File: config.mk
export PLATFORM = sky130hd
export DESIGN_NAME = cartridge_bank_switch_map_core
export DESIGN_NICKNAME = d
export VERILOG_FILES = /design/src/hw/rtl/cbsm_pkg.sv /design/src/hw/rtl/cbsm_ram.sv /design/src/hw/rtl/cbsm_state.sv /design/src/hw/rtl/cbsm_mod.sv /design/src/hw/rtl/cartridge_bank_switch_map_core.sv
export SDC_FILE = /design/constraint.sdc
export NUM_CORES = 2
export LEC_CHECK = 0
export ABC_AREA = 1
export BUFFER_PORTS_ARGS = -buffer_cell sky130_fd_sc_hd__buf_2
export CORE_MARGIN = 4
export CORE_UTILIZATION = 45
export CTS_CLUSTER_DIAMETER = 60
export DETAILED_ROUTE_END_ITERATION = 8
export GPL_ROUTABILITY_DRIVEN = 0
export MAX_ROUTING_LAYER = met4
export PLACE_DENSITY_LB_ADDON = 0.1
export SLEW_MARGIN = 5
export SYNTH_ARGS = -nofsm -noshare
export SYNTH_HDL_FRONTEND = slang
export SYNTH_SLANG_ARGS = --single-unit
File: constraint.sdc
create_clock -name clock -period 3.8 [get_ports clock]
set_input_delay 0.38 -clock clock [delete_from_list [all_inputs] [get_ports clock]]
set_output_delay 0.38 -clock clock [all_outputs]
set_load 0.01 [all_outputs]
File: src/hw/rtl/cbsm_pkg.sv
`default_nettype none
package cbsm_pkg;

   // Fixed sizes
   localparam int unsigned ROM_BYTES = 1048576;
   localparam int unsigned RAM_BYTES = 256;
   localparam int unsigned RAM_AW    = $clog2(RAM_BYTES);
   localparam int unsigned OFF_W     = 20;

   // Bank offset sums stay below 2**SUM_W (127 * 8K + 64 * 8K)
   localparam int unsigned SUM_W     = 21;

   // Reciprocal for the offset reduction modulo ROM_BYTES
   localparam int unsigned RECIP_K   = SUM_W + $clog2(ROM_BYTES);
   localparam int unsigned RECIP_W   = SUM_W + 1;
   localparam int unsigned PROD_W    = SUM_W + RECIP_W;
   localparam logic [63:0] RECIP_M64 =
      ((64'd1 << RECIP_K) + 64'(ROM_BYTES) - 64'd1) / 64'(ROM_BYTES);
   localparam logic [RECIP_W-1:0] RECIP_M = RECIP_M64[RECIP_W-1:0];
   localparam logic [SUM_W-1:0]   ROM_D   = SUM_W'(ROM_BYTES);

   // Command codes
   localparam logic [2:0] CMD_IO1_WR = 3'd0;
   localparam logic [2:0] CMD_IO1_RD = 3'd1;
   localparam logic [2:0] CMD_IO2_WR = 3'd2;
   localparam logic [2:0] CMD_IO2_RD = 3'd3;
   localparam logic [2:0] CMD_RESET  = 3'd4;
   localparam logic [2:0] CMD_PORT   = 3'd5;

   // Cartridge types
   localparam logic [2:0] TYPE_DATA_BANK = 3'd0;
   localparam logic [2:0] TYPE_16K_LOCK  = 3'd1;
   localparam logic [2:0] TYPE_ADDR_WR   = 3'd2;
   localparam logic [2:0] TYPE_ADDR_RD   = 3'd3;
   localparam logic [2:0] TYPE_BANK7     = 3'd4;
   localparam logic [2:0] TYPE_FLASH     = 3'd5;

   // Configuration register indexes
   localparam logic [1:0] CSR_CART_TYPE   = 2'd0;
   localparam logic [1:0] CSR_GAME_INIT   = 2'd1;
   localparam logic [1:0] CSR_EXROM_INIT  = 2'd2;

   // Flash type register addresses
   localparam logic [7:0] FLASH_REG_BANK  = 8'h00;
   localparam logic [7:0] FLASH_REG_LINES = 8'h02;

   // Region sources
   localparam logic [1:0] SRC_RAM    = 2'd0;
   localparam logic [1:0] SRC_BASIC  = 2'd1;
   localparam logic [1:0] SRC_KERNAL = 2'd2;
   localparam logic [1:0] SRC_ROM    = 2'd3;

   // Read data selection
   localparam logic [1:0] RD_ZERO = 2'd0;
   localparam logic [1:0] RD_BUS  = 2'd1;
   localparam logic [1:0] RD_RAM  = 2'd2;

   typedef struct packed {
      logic [2:0] cmd;
      logic [7:0] io_addr;
      logic [7:0] wr_data;
      logic [7:0] open_bus;
      logic [1:0] port_dir;
      logic [1:0] port_out;
   } req_type;

   typedef struct packed {
      logic [7:0]       rd_data;
      logic             exrom_n;
      logic             game_n;
      logic [1:0]       lo_src;
      logic [OFF_W-1:0] lo_offset;
      logic [1:0]       mid_src;
      logic [OFF_W-1:0] mid_offset;
      logic [1:0]       top_src;
      logic [OFF_W-1:0] top_offset;
   } rsp_type;

   // Cartridge state after a request
   typedef struct packed {
      logic [2:0] cart_type;
      logic [6:0] bank;
      logic       exrom;
      logic       game;
   } cart_state_type;

   typedef struct packed {
      logic [1:0] lo;
      logic [1:0] mid;
      logic [1:0] top;
   } map_type;

   // Decode {exrom, game, port[1:0]} into the three region sources
   function automatic map_type map_decode(input logic [3:0] sel);
      map_type m;
      m = '{lo: SRC_RAM, mid: SRC_RAM, top: SRC_RAM};
      case (sel)
         4'hF: begin
            m.mid = SRC_BASIC;
            m.top = SRC_KERNAL;
         end
         4'hE, 4'h6: begin
            m.top = SRC_KERNAL;
         end
         4'hB, 4'hA, 4'h9, 4'h8: begin
            m.lo  = SRC_ROM;
            m.top = SRC_ROM;
         end
         4'h7: begin
            m.lo  = SRC_ROM;
            m.mid = SRC_BASIC;
            m.top = SRC_KERNAL;
         end
         4'h3: begin
            m.lo  = SRC_ROM;
            m.mid = SRC_ROM;
            m.top = SRC_KERNAL;
         end
         4'h2: begin
            m.mid = SRC_ROM;
            m.top = SRC_KERNAL;
         end
         default: begin
            m = '{lo: SRC_RAM, mid: SRC_RAM, top: SRC_RAM};
         end
      endcase
      return m;
   endfunction

endpackage
`default_nettype wire

File: src/hw/rtl/cbsm_ram.sv
`default_nettype none
module cbsm_ram
   import cbsm_pkg::*;
(
   input  wire logic              clock,
   input  wire logic              reset,
   input  wire logic              rd_en,
   input  wire logic              wr_en,
   input  wire logic [RAM_AW-1:0] addr,
   input  wire logic [7:0]        wr_data,
   output logic      [7:0]        rd_data
);

   logic [7:0]           mem [RAM_BYTES];
   logic [RAM_BYTES-1:0] valid_ff;
   logic [7:0]           q_ff;
   logic                 q_valid_ff;

   // Write the byte and mark it valid
   always_ff @(posedge clock) begin
      if (wr_en) begin
         mem[addr] <= wr_data;
      end
   end

   always_ff @(posedge clock) begin
      if (reset) begin
         valid_ff <= '0;
      end else if (wr_en) begin
         valid_ff[addr] <= 1'b1;
      end
   end

   // Registered read; an unwritten entry reads as zero
   always_ff @(posedge clock) begin
      if (rd_en) begin
         q_ff       <= mem[addr];
         q_valid_ff <= valid_ff[addr];
      end
   end

   assign rd_data = q_valid_ff ? q_ff : 8'h00;

endmodule
`default_nettype wire

File: src/hw/rtl/cbsm_state.sv
`default_nettype none
module cbsm_state
   import cbsm_pkg::*;
(
   input  wire logic           clock,
   input  wire logic           reset,
   input  wire logic           csr_wr_en,
   input  wire logic [1:0]     csr_index,
   input  wire logic [2:0]     csr_wr_data,
   input  wire logic           accept,
   input  wire req_type        req,
   output cart_state_type      next_state
);

   logic [2:0] type_ff, type_in;
   logic       game_init_ff, game_init_in;
   logic       exrom_init_ff, exrom_init_in;
   logic [6:0] bank_ff, bank_in;
   logic       exrom_ff, exrom_in;
   logic       game_ff, game_in;
   logic       lock_ff, lock_in;

   // State after the current request
   logic [6:0] bank_upd;
   logic       exrom_upd, game_upd, lock_upd;

   always_comb begin
      bank_upd  = bank_ff;
      exrom_upd = exrom_ff;
      game_upd  = game_ff;
      lock_upd  = lock_ff;
      case (req.cmd)
         CMD_IO1_WR: begin
            if (type_ff == TYPE_DATA_BANK) begin
               bank_upd = {1'b0, req.wr_data[5:0]};
            end else if (type_ff == TYPE_ADDR_WR) begin
               bank_upd = {1'b0, req.io_addr[5:0]};
            end else if (type_ff == TYPE_BANK7) begin
               bank_upd  = req.wr_data[6:0];
               exrom_upd = req.wr_data[7];
            end else if (type_ff == TYPE_FLASH) begin
               if (req.io_addr == FLASH_REG_BANK) begin
                  bank_upd = {1'b0, req.wr_data[5:0]};
               end else if (req.io_addr == FLASH_REG_LINES) begin
                  exrom_upd = ~req.wr_data[1];
                  game_upd  = req.wr_data[2] & ~req.wr_data[0];
               end
            end
         end
         CMD_IO1_RD: begin
            if (type_ff == TYPE_ADDR_WR) begin
               exrom_upd = 1'b1;
            end else if (type_ff == TYPE_ADDR_RD) begin
               bank_upd = {3'b000, req.io_addr[3:0]};
            end
         end
         CMD_IO2_WR: begin
            if (type_ff == TYPE_16K_LOCK && !lock_ff) begin
               bank_upd  = {5'b00000, req.wr_data[1:0]};
               exrom_upd = req.wr_data[2];
               game_upd  = req.wr_data[2];
               lock_upd  = req.wr_data[3];
            end
         end
         CMD_RESET: begin
            bank_upd = '0;
            if (type_ff == TYPE_16K_LOCK) begin
               exrom_upd = 1'b0;
               game_upd  = 1'b0;
               lock_upd  = 1'b0;
            end else if (type_ff == TYPE_BANK7) begin
               exrom_upd = 1'b0;
            end
         end
         default: begin
            bank_upd = bank_ff;
         end
      endcase
   end

   // Configuration writes reload the lines; requests apply their update
   always_comb begin
      type_in       = type_ff;
      game_init_in  = game_init_ff;
      exrom_init_in = exrom_init_ff;
      bank_in       = bank_ff;
      exrom_in      = exrom_ff;
      game_in       = game_ff;
      lock_in       = lock_ff;
      if (csr_wr_en && csr_index <= CSR_EXROM_INIT) begin
         case (csr_index)
            CSR_CART_TYPE:  type_in       = csr_wr_data;
            CSR_GAME_INIT:  game_init_in  = csr_wr_data[0];
            CSR_EXROM_INIT: exrom_init_in = csr_wr_data[0];
            default:        type_in       = type_ff;
         endcase
         bank_in  = '0;
         lock_in  = 1'b0;
         exrom_in = (type_in == TYPE_FLASH) ? exrom_init_in : 1'b0;
         if (type_in == TYPE_DATA_BANK || type_in == TYPE_FLASH) begin
            game_in = game_init_in;
         end else if (type_in == TYPE_16K_LOCK) begin
            game_in = 1'b0;
         end else begin
            game_in = 1'b1;
         end
      end else if (accept) begin
         bank_in  = bank_upd;
         exrom_in = exrom_upd;
         game_in  = game_upd;
         lock_in  = lock_upd;
      end
   end

   always_ff @(posedge clock) begin
      if (reset) begin
         type_ff       <= TYPE_DATA_BANK;
         game_init_ff  <= 1'b1;
         exrom_init_ff <= 1'b0;
         bank_ff       <= '0;
         exrom_ff      <= 1'b0;
         game_ff       <= 1'b1;
         lock_ff       <= 1'b0;
      end else begin
         type_ff       <= type_in;
         game_init_ff  <= game_init_in;
         exrom_init_ff <= exrom_init_in;
         bank_ff       <= bank_in;
         exrom_ff      <= exrom_in;
         game_ff       <= game_in;
         lock_ff       <= lock_in;
      end
   end

   assign next_state = '{cart_type: type_ff, bank: bank_upd,
                         exrom: exrom_upd, game: game_upd};

endmodule
`default_nettype wire

File: src/hw/rtl/cbsm_mod.sv
`default_nettype none
module cbsm_mod
   import cbsm_pkg::*;
(
   input  wire logic             clock,
   input  wire logic             adv_mul,
   input  wire logic             adv_sub,
   input  wire logic [SUM_W-1:0] sum,
   output logic      [OFF_W-1:0] offset
);

   logic [SUM_W-1:0]  n_ff;
   logic [SUM_W-1:0]  q_ff;
   logic [OFF_W-1:0]  r_ff;
   logic [PROD_W-1:0] prod;
   logic [PROD_W-1:0] prod_shift;
   logic [2*SUM_W-1:0] qd;
   logic [SUM_W-1:0]  rem;
   logic [SUM_W-1:0]  rem_fix;

   // Estimate the quotient by the reciprocal
   assign prod       = PROD_W'(sum) * PROD_W'(RECIP_M);
   assign prod_shift = prod >> RECIP_K;

   always_ff @(posedge clock) begin
      if (adv_mul) begin
         n_ff <= sum;
         q_ff <= prod_shift[SUM_W-1:0];
      end
   end

   // Subtract the quotient multiple and correct once
   assign qd      = (2*SUM_W)'(q_ff) * (2*SUM_W)'(ROM_D);
   assign rem     = n_ff - qd[SUM_W-1:0];
   assign rem_fix = (rem >= ROM_D) ? rem - ROM_D : rem;

   always_ff @(posedge clock) begin
      if (adv_sub) begin
         r_ff <= rem_fix[OFF_W-1:0];
      end
   end

   assign offset = r_ff;

endmodule
`default_nettype wire

File: src/hw/rtl/cartridge_bank_switch_map_core.sv
`default_nettype none
// Banked cartridge ROM controller. Each request (an I/O-page access, a
// cartridge reset or a CPU port update) updates the bank number, EXROM and
// GAME lines and I/O lock, and returns one response with the read data, the
// lines and the source and ROM offset of the 8000, A000 and E000 regions.
// One request is taken every cycle unless stalled. The pipeline holds the
// registered read of the 256-byte scratch RAM and the two-stage reduction
// of bank offsets modulo the ROM size. After reset the scratch RAM reads as
// zero at once, with no clearing pass. The user must write configuration
// only while no request is in flight; the block does not enforce it.
module cartridge_bank_switch_map_core
   import cbsm_pkg::*;
(
   input  wire logic       clock,
   input  wire logic       reset,
   input  wire logic       csr_wr_en,
   input  wire logic [1:0] csr_index,
   input  wire logic [2:0] csr_wr_data,
   input  wire logic       req_valid,
   output logic            req_stall,
   input  wire req_type    req_data,
   output logic            rsp_valid,
   input  wire logic       rsp_stall,
   output rsp_type         rsp_data
);

   logic           en1, en2, en3;
   logic           accept;
   logic           v1_ff, v2_ff, v3_ff;
   cart_state_type st;
   map_type        map_in;
   logic [1:0]     port;
   logic [SUM_W-1:0] base, high_add;
   logic [7:0]     ram_rd;

   // Stage 1 payload
   logic [1:0]       s1_rd_sel_ff;
   logic [7:0]       s1_bus_ff;
   logic             s1_exrom_ff, s1_game_ff;
   map_type          s1_map_ff;
   logic [SUM_W-1:0] s1_base_ff, s1_high_ff;
   // Stage 2 payload
   logic [7:0]       s2_rd_ff;
   logic             s2_exrom_ff, s2_game_ff;
   map_type          s2_map_ff;
   // Output stage payload
   logic [7:0]       s3_rd_ff;
   logic             s3_exrom_ff, s3_game_ff;
   map_type          s3_map_ff;
   logic [OFF_W-1:0] off_base, off_high;

   // Advance each stage when the next one is free or moving
   assign en3       = !v3_ff || !rsp_stall;
   assign en2       = !v2_ff || en3;
   assign en1       = !v1_ff || en2;
   assign req_stall = !en1;
   assign accept    = req_valid && en1;

   always_ff @(posedge clock) begin
      if (reset) begin
         v1_ff <= 1'b0;
         v2_ff <= 1'b0;
         v3_ff <= 1'b0;
      end else begin
         if (en1) v1_ff <= req_valid;
         if (en2) v2_ff <= v1_ff;
         if (en3) v3_ff <= v2_ff;
      end
   end

   cbsm_state u_state (
      .clock       (clock),
      .reset       (reset),
      .csr_wr_en   (csr_wr_en),
      .csr_index   (csr_index),
      .csr_wr_data (csr_wr_data),
      .accept      (accept),
      .req         (req_data),
      .next_state  (st)
   );

   cbsm_ram u_ram (
      .clock   (clock),
      .reset   (reset),
      .rd_en   (accept),
      .wr_en   (accept && req_data.cmd == CMD_IO2_WR && st.cart_type == TYPE_FLASH),
      .addr    (req_data.io_addr[RAM_AW-1:0]),
      .wr_data (req_data.wr_data),
      .rd_data (ram_rd)
   );

   // Decode the map and the bank offsets from the updated state
   assign port   = ~req_data.port_dir | req_data.port_out;
   assign map_in = map_decode({st.exrom, st.game, port});
   assign base   = (st.cart_type == TYPE_16K_LOCK) ?
                   SUM_W'({st.bank, 14'h0000}) : SUM_W'({st.bank, 13'h0000});

   always_comb begin
      if (st.cart_type == TYPE_16K_LOCK) begin
         high_add = SUM_W'(32'h2000);
      end else if (st.cart_type inside {[TYPE_ADDR_WR:TYPE_FLASH]}) begin
         high_add = SUM_W'(32'd64 * 32'h2000);
      end else begin
         high_add = '0;
      end
   end

   // Capture the request into stage 1
   always_ff @(posedge clock) begin
      if (en1) begin
         if (req_data.cmd == CMD_IO2_RD && st.cart_type == TYPE_FLASH) begin
            s1_rd_sel_ff <= RD_RAM;
         end else if (req_data.cmd inside {CMD_IO1_RD, CMD_IO2_RD}) begin
            s1_rd_sel_ff <= RD_BUS;
         end else begin
            s1_rd_sel_ff <= RD_ZERO;
         end
         s1_bus_ff   <= req_data.open_bus;
         s1_exrom_ff <= st.exrom;
         s1_game_ff  <= st.game;
         s1_map_ff   <= map_in;
         s1_base_ff  <= base;
         s1_high_ff  <= base + high_add;
      end
   end

   // Resolve the read data in stage 2
   always_ff @(posedge clock) begin
      if (en2) begin
         case (s1_rd_sel_ff)
            RD_RAM:  s2_rd_ff <= ram_rd;
            RD_BUS:  s2_rd_ff <= s1_bus_ff;
            default: s2_rd_ff <= 8'h00;
         endcase
         s2_exrom_ff <= s1_exrom_ff;
         s2_game_ff  <= s1_game_ff;
         s2_map_ff   <= s1_map_ff;
      end
   end

   cbsm_mod u_mod_base (
      .clock   (clock),
      .adv_mul (en2),
      .adv_sub (en3),
      .sum     (s1_base_ff),
      .offset  (off_base)
   );

   cbsm_mod u_mod_high (
      .clock   (clock),
      .adv_mul (en2),
      .adv_sub (en3),
      .sum     (s1_high_ff),
      .offset  (off_high)
   );

   // Hold the response in the output stage
   always_ff @(posedge clock) begin
      if (en3) begin
         s3_rd_ff    <= s2_rd_ff;
         s3_exrom_ff <= s2_exrom_ff;
         s3_game_ff  <= s2_game_ff;
         s3_map_ff   <= s2_map_ff;
      end
   end

   assign rsp_valid = v3_ff;

   // Offsets read as zero unless the region maps cartridge ROM
   always_comb begin
      rsp_data.rd_data    = s3_rd_ff;
      rsp_data.exrom_n    = s3_exrom_ff;
      rsp_data.game_n     = s3_game_ff;
      rsp_data.lo_src     = s3_map_ff.lo;
      rsp_data.lo_offset  = (s3_map_ff.lo == SRC_ROM) ? off_base : '0;
      rsp_data.mid_src    = s3_map_ff.mid;
      rsp_data.mid_offset = (s3_map_ff.mid == SRC_ROM) ? off_high : '0;
      rsp_data.top_src    = s3_map_ff.top;
      rsp_data.top_offset = (s3_map_ff.top == SRC_ROM) ? off_high : '0;
   end

endmodule
`default_nettype wire

==> summary.txt <==
Total CTS buffers - 279
Finished Layout Cells - 12000
Relative slew slack - 0.0638
Worst Max-Slew Pin Slew - 1.40 ns
I/O pin cnt - 119
Antenna violations before repair - 9
CTS tree - done
Power density over cell area - 519 nW/um^2
Clk slew on worst S/H paths - 0.06 ns
Post-Syn Area - 95200 um^2
H-tree Lvls - 5
Fillcell total - 18200
Flops & latches, synth - 2417
CTS Hold Buffers Added - 37
Final Hold Fails - 0
Number of global-route vias before repair - 61600
Residual DRC - 0
Initial Utilization - 0.454
Total Power - 57.5 mW
Final period util - 0.847
Final HPWL DP - 182000 um
Cell count after placement - 11500
Syn avg cell area - 11.2 um^2
Worst R2R Start - u_state.type_ff[0]$_SDFFE_PP0P_
Critical Path End - u_ram.mem[77][1]$_DFFE_PP_
Status - finished, final reports clean
Crit path required time - 4.32 ns
Root buffer cell - clkbuf_16
Endpoints failing setup - 0
Static leakage - 41.2 nW
Worst Slack Setup Final - 0.581 ns
Largest net degree at the start of global routing - 170
Final Max Tran Viols - 0
Share of post-route cells with drive strength above 1 - 0.107
Setup crit end kind - register
Die area - 219000 um^2
Area growth from synthesis to layout - 16.2%
Cts repair resizes - 0
Post-Synthesis Cells - 8507
Chip Width - 468 um
Rows - 168
Critical R2R Capture - u_ram.mem[77][1]$_DFFE_PP_
Clock latency at the later pin of the worst-skew pair - 0.92 ns
IO Port Bufs - 79
Final #Nets - 9010
Post-DR vias/cell - 5.41
Post-route minimum period - 3.22 ns
Per-cell routed wire length - 24.9 um
R2R Setup Slk - 0.58 ns
Largest fanout on the critical path - 16
Total Wirelength - 299000 um
Wire length of the first global-routing pass - 431000 um
CP startpoint - u_state.type_ff[0]$_SDFFE_PP0P_
Worst vdd ir - 0.559 mV
DP Area - 102000 um^2
Height of the die - 468 um
Detailed Route Iter0 Violations - 6833
WS Path Type - register to register
Setup TNS - 0 ns
Async set-reset flop share out of synthesis - 0
Top_reg_cell synth - edfxtp_1
Vias - 64900
GRT overflow - 0
Clock Skew - 0.0476 ns
Yosys warns - 0
Clock Tree Buf Depth - 4
Sequential share of the synthesized area - 0.733
Sink Count - 2417
Synth cell types - 33
Final Cell Area - 111000 um^2
Critical Path Start Type - register
EDFF count, synth - 2143
CP arrival - 3.74 ns
Fmax - 311 MHz
Setup WS pre-CTS - 0.0836 ns
GRT Total Usage - 0.277
Max capacitance violation total - 0
Core area - 210000 um^2
Post-CTS Setup Bufs - 0
Worst hold path class - input port to register
Register-to-Register Path Depth - 8
Pre-antenna DRT Iters - 6
Unrepaired setup endpoints after global routing - false
Post-DRT Antenna Nets - 0
worst min path at each step:
stage	to	slack [ns]	cells after the start	from
after floorplan	rsp_data[20]$_DFFE_PP_	0.40	0	s2_map_ff[0]$_DFFE_PP_
after global placement	rsp_data[64]$_DFFE_PP_	0.40	0	s2_map_ff[4]$_DFFE_PP_
after detailed placement	rsp_data[42]$_DFFE_PP_	0.40	0	s2_map_ff[2]$_DFFE_PP_
after CTS	u_state.lock_ff$_SDFFE_PP0P_	0.005	6	req_data[30]
after global routing	u_state.lock_ff$_SDFFE_PP0P_	0.09	6	req_data[30]
final	u_state.lock_ff$_SDFFE_PP0P_	0.06	6	req_data[30]
state kept, by name, indices dropped and copies added (netlist names), 8 cells and up:
register and count:
u_ram.mem 2048, u_ram.valid_ff 256, s1_bus_ff 8, s2_rd_ff 8
s3_rd_ff 8, u_ram.q_ff 8
final cells by class:
cell class,instances,area (um^2),share of cell area
Antenna cell,5,12.5,0.000113
Clock buffer,397,7920,0.0715
Clock inverter,93,649,0.00587
Inverter,190,748,0.00676
Multi-Input combinational cell,5474,22700,0.205
Sequential cell,2417,69800,0.631
Tap cell,2805,3510,0.0317
Timing Repair Buffer,605,5320,0.0480
synth_stat cells (4+ instances only):
| library cell | n | area share |
|---|---|---|
| nand2_1 | 3406 | 0.13 |
| nand2_2 | 4 | 0.00026 |
| buf_1 | 36 | 0.0014 |
| dfxtp_1 | 274 | 0.058 |
| buf_2 | 175 | 0.0092 |
| inv_1 | 179 | 0.0071 |
| nor2_1 | 1056 | 0.042 |
| o21ai_1 | 49 | 0.0026 |
| inv_2 | 11 | 0.00043 |
| a21oi_1 | 122 | 0.0064 |
| clkbuf_1 | 204 | 0.0080 |
| o21ai_0 | 173 | 0.0091 |
| edfxtp_1 | 2143 | 0.68 |
| nor2_2 | 5 | 0.00033 |
| a22oi_1 | 220 | 0.017 |
| nand3_1 | 136 | 0.0071 |
| o22ai_1 | 8 | 0.00053 |
| nand4_1 | 241 | 0.016 |
| buf_4 | 46 | 0.0036 |
through the flow:
stage	hold slack, ns	util
final	0.0616	0.527
after floorplan	0.400	-
after CTS	0.00514	0.527
after detailed placement	0.405	0.485
after global placement	0.402	0.485
after global routing	0.0923	0.527
layer usage:
layer,GRT usage,vias to the layer above,part of all wire
li1,-,29700,-
met4,0.0916,0,0.035
met1,0.381,31900,0.43
met2,0.425,2698,0.46
met5,-,-,0
met3,0.0414,513,0.076
critical path: stages (launching register included):
cell and delay [ns]:
dfxtp_1 0.43, nand3_1 0.37, nor3_2 0.30, buf_4 0.21, inv_1 0.09, buf_4 0.25
nor2_1 0.15, inv_2 0.18, nor2_1 0.83
cells by family (layout without fill, tap and decap cells):
| kind of cell | Yosys count | in the layout | synth area share |
|---|---|---|---|
| AND/OR/NAND/NOR | 4854 | 4854 | 0.200 |
| adder cells (fa/ha/maj) | 2 | 2 | 0.000263 |
| buffers and inverters | 654 | 1285 | 0.0301 |
| flip-flops | 2417 | 2417 | 0.733 |
| other | 1 | 44 | 0.0000394 |
| AO/OA/AOI/OAI | 579 | 579 | 0.0365 |
cells in the final DEF, fill, tap and decap left out, types with 49 or more instances in the layout:
cell | Yosys | routed
dfxtp_1 | 274 | 274
clkbuf_1 | 204 | 80
o21ai_1 | 49 | 49
nand3_1 | 136 | 136
buf_2 | 175 | 68
o21ai_0 | 173 | 173
nor2_1 | 1056 | 1051
buf_4 | 46 | 427
buf_12 | 0 | 62
a22oi_1 | 220 | 220
clkbuf_16 | 0 | 289
a21oi_1 | 122 | 122
edfxtp_1 | 2143 | 2143
nand2_1 | 3406 | 3406
inv_1 | 179 | 164
nand4_1 | 241 | 241
power by group:
group          switching [mW]  internal [mW]
Sequential             0.0630           29.0
Clock                    10.4           14.9
Combinational            2.34          0.734
Note: power is estimated with default switching activity, not from simulation.
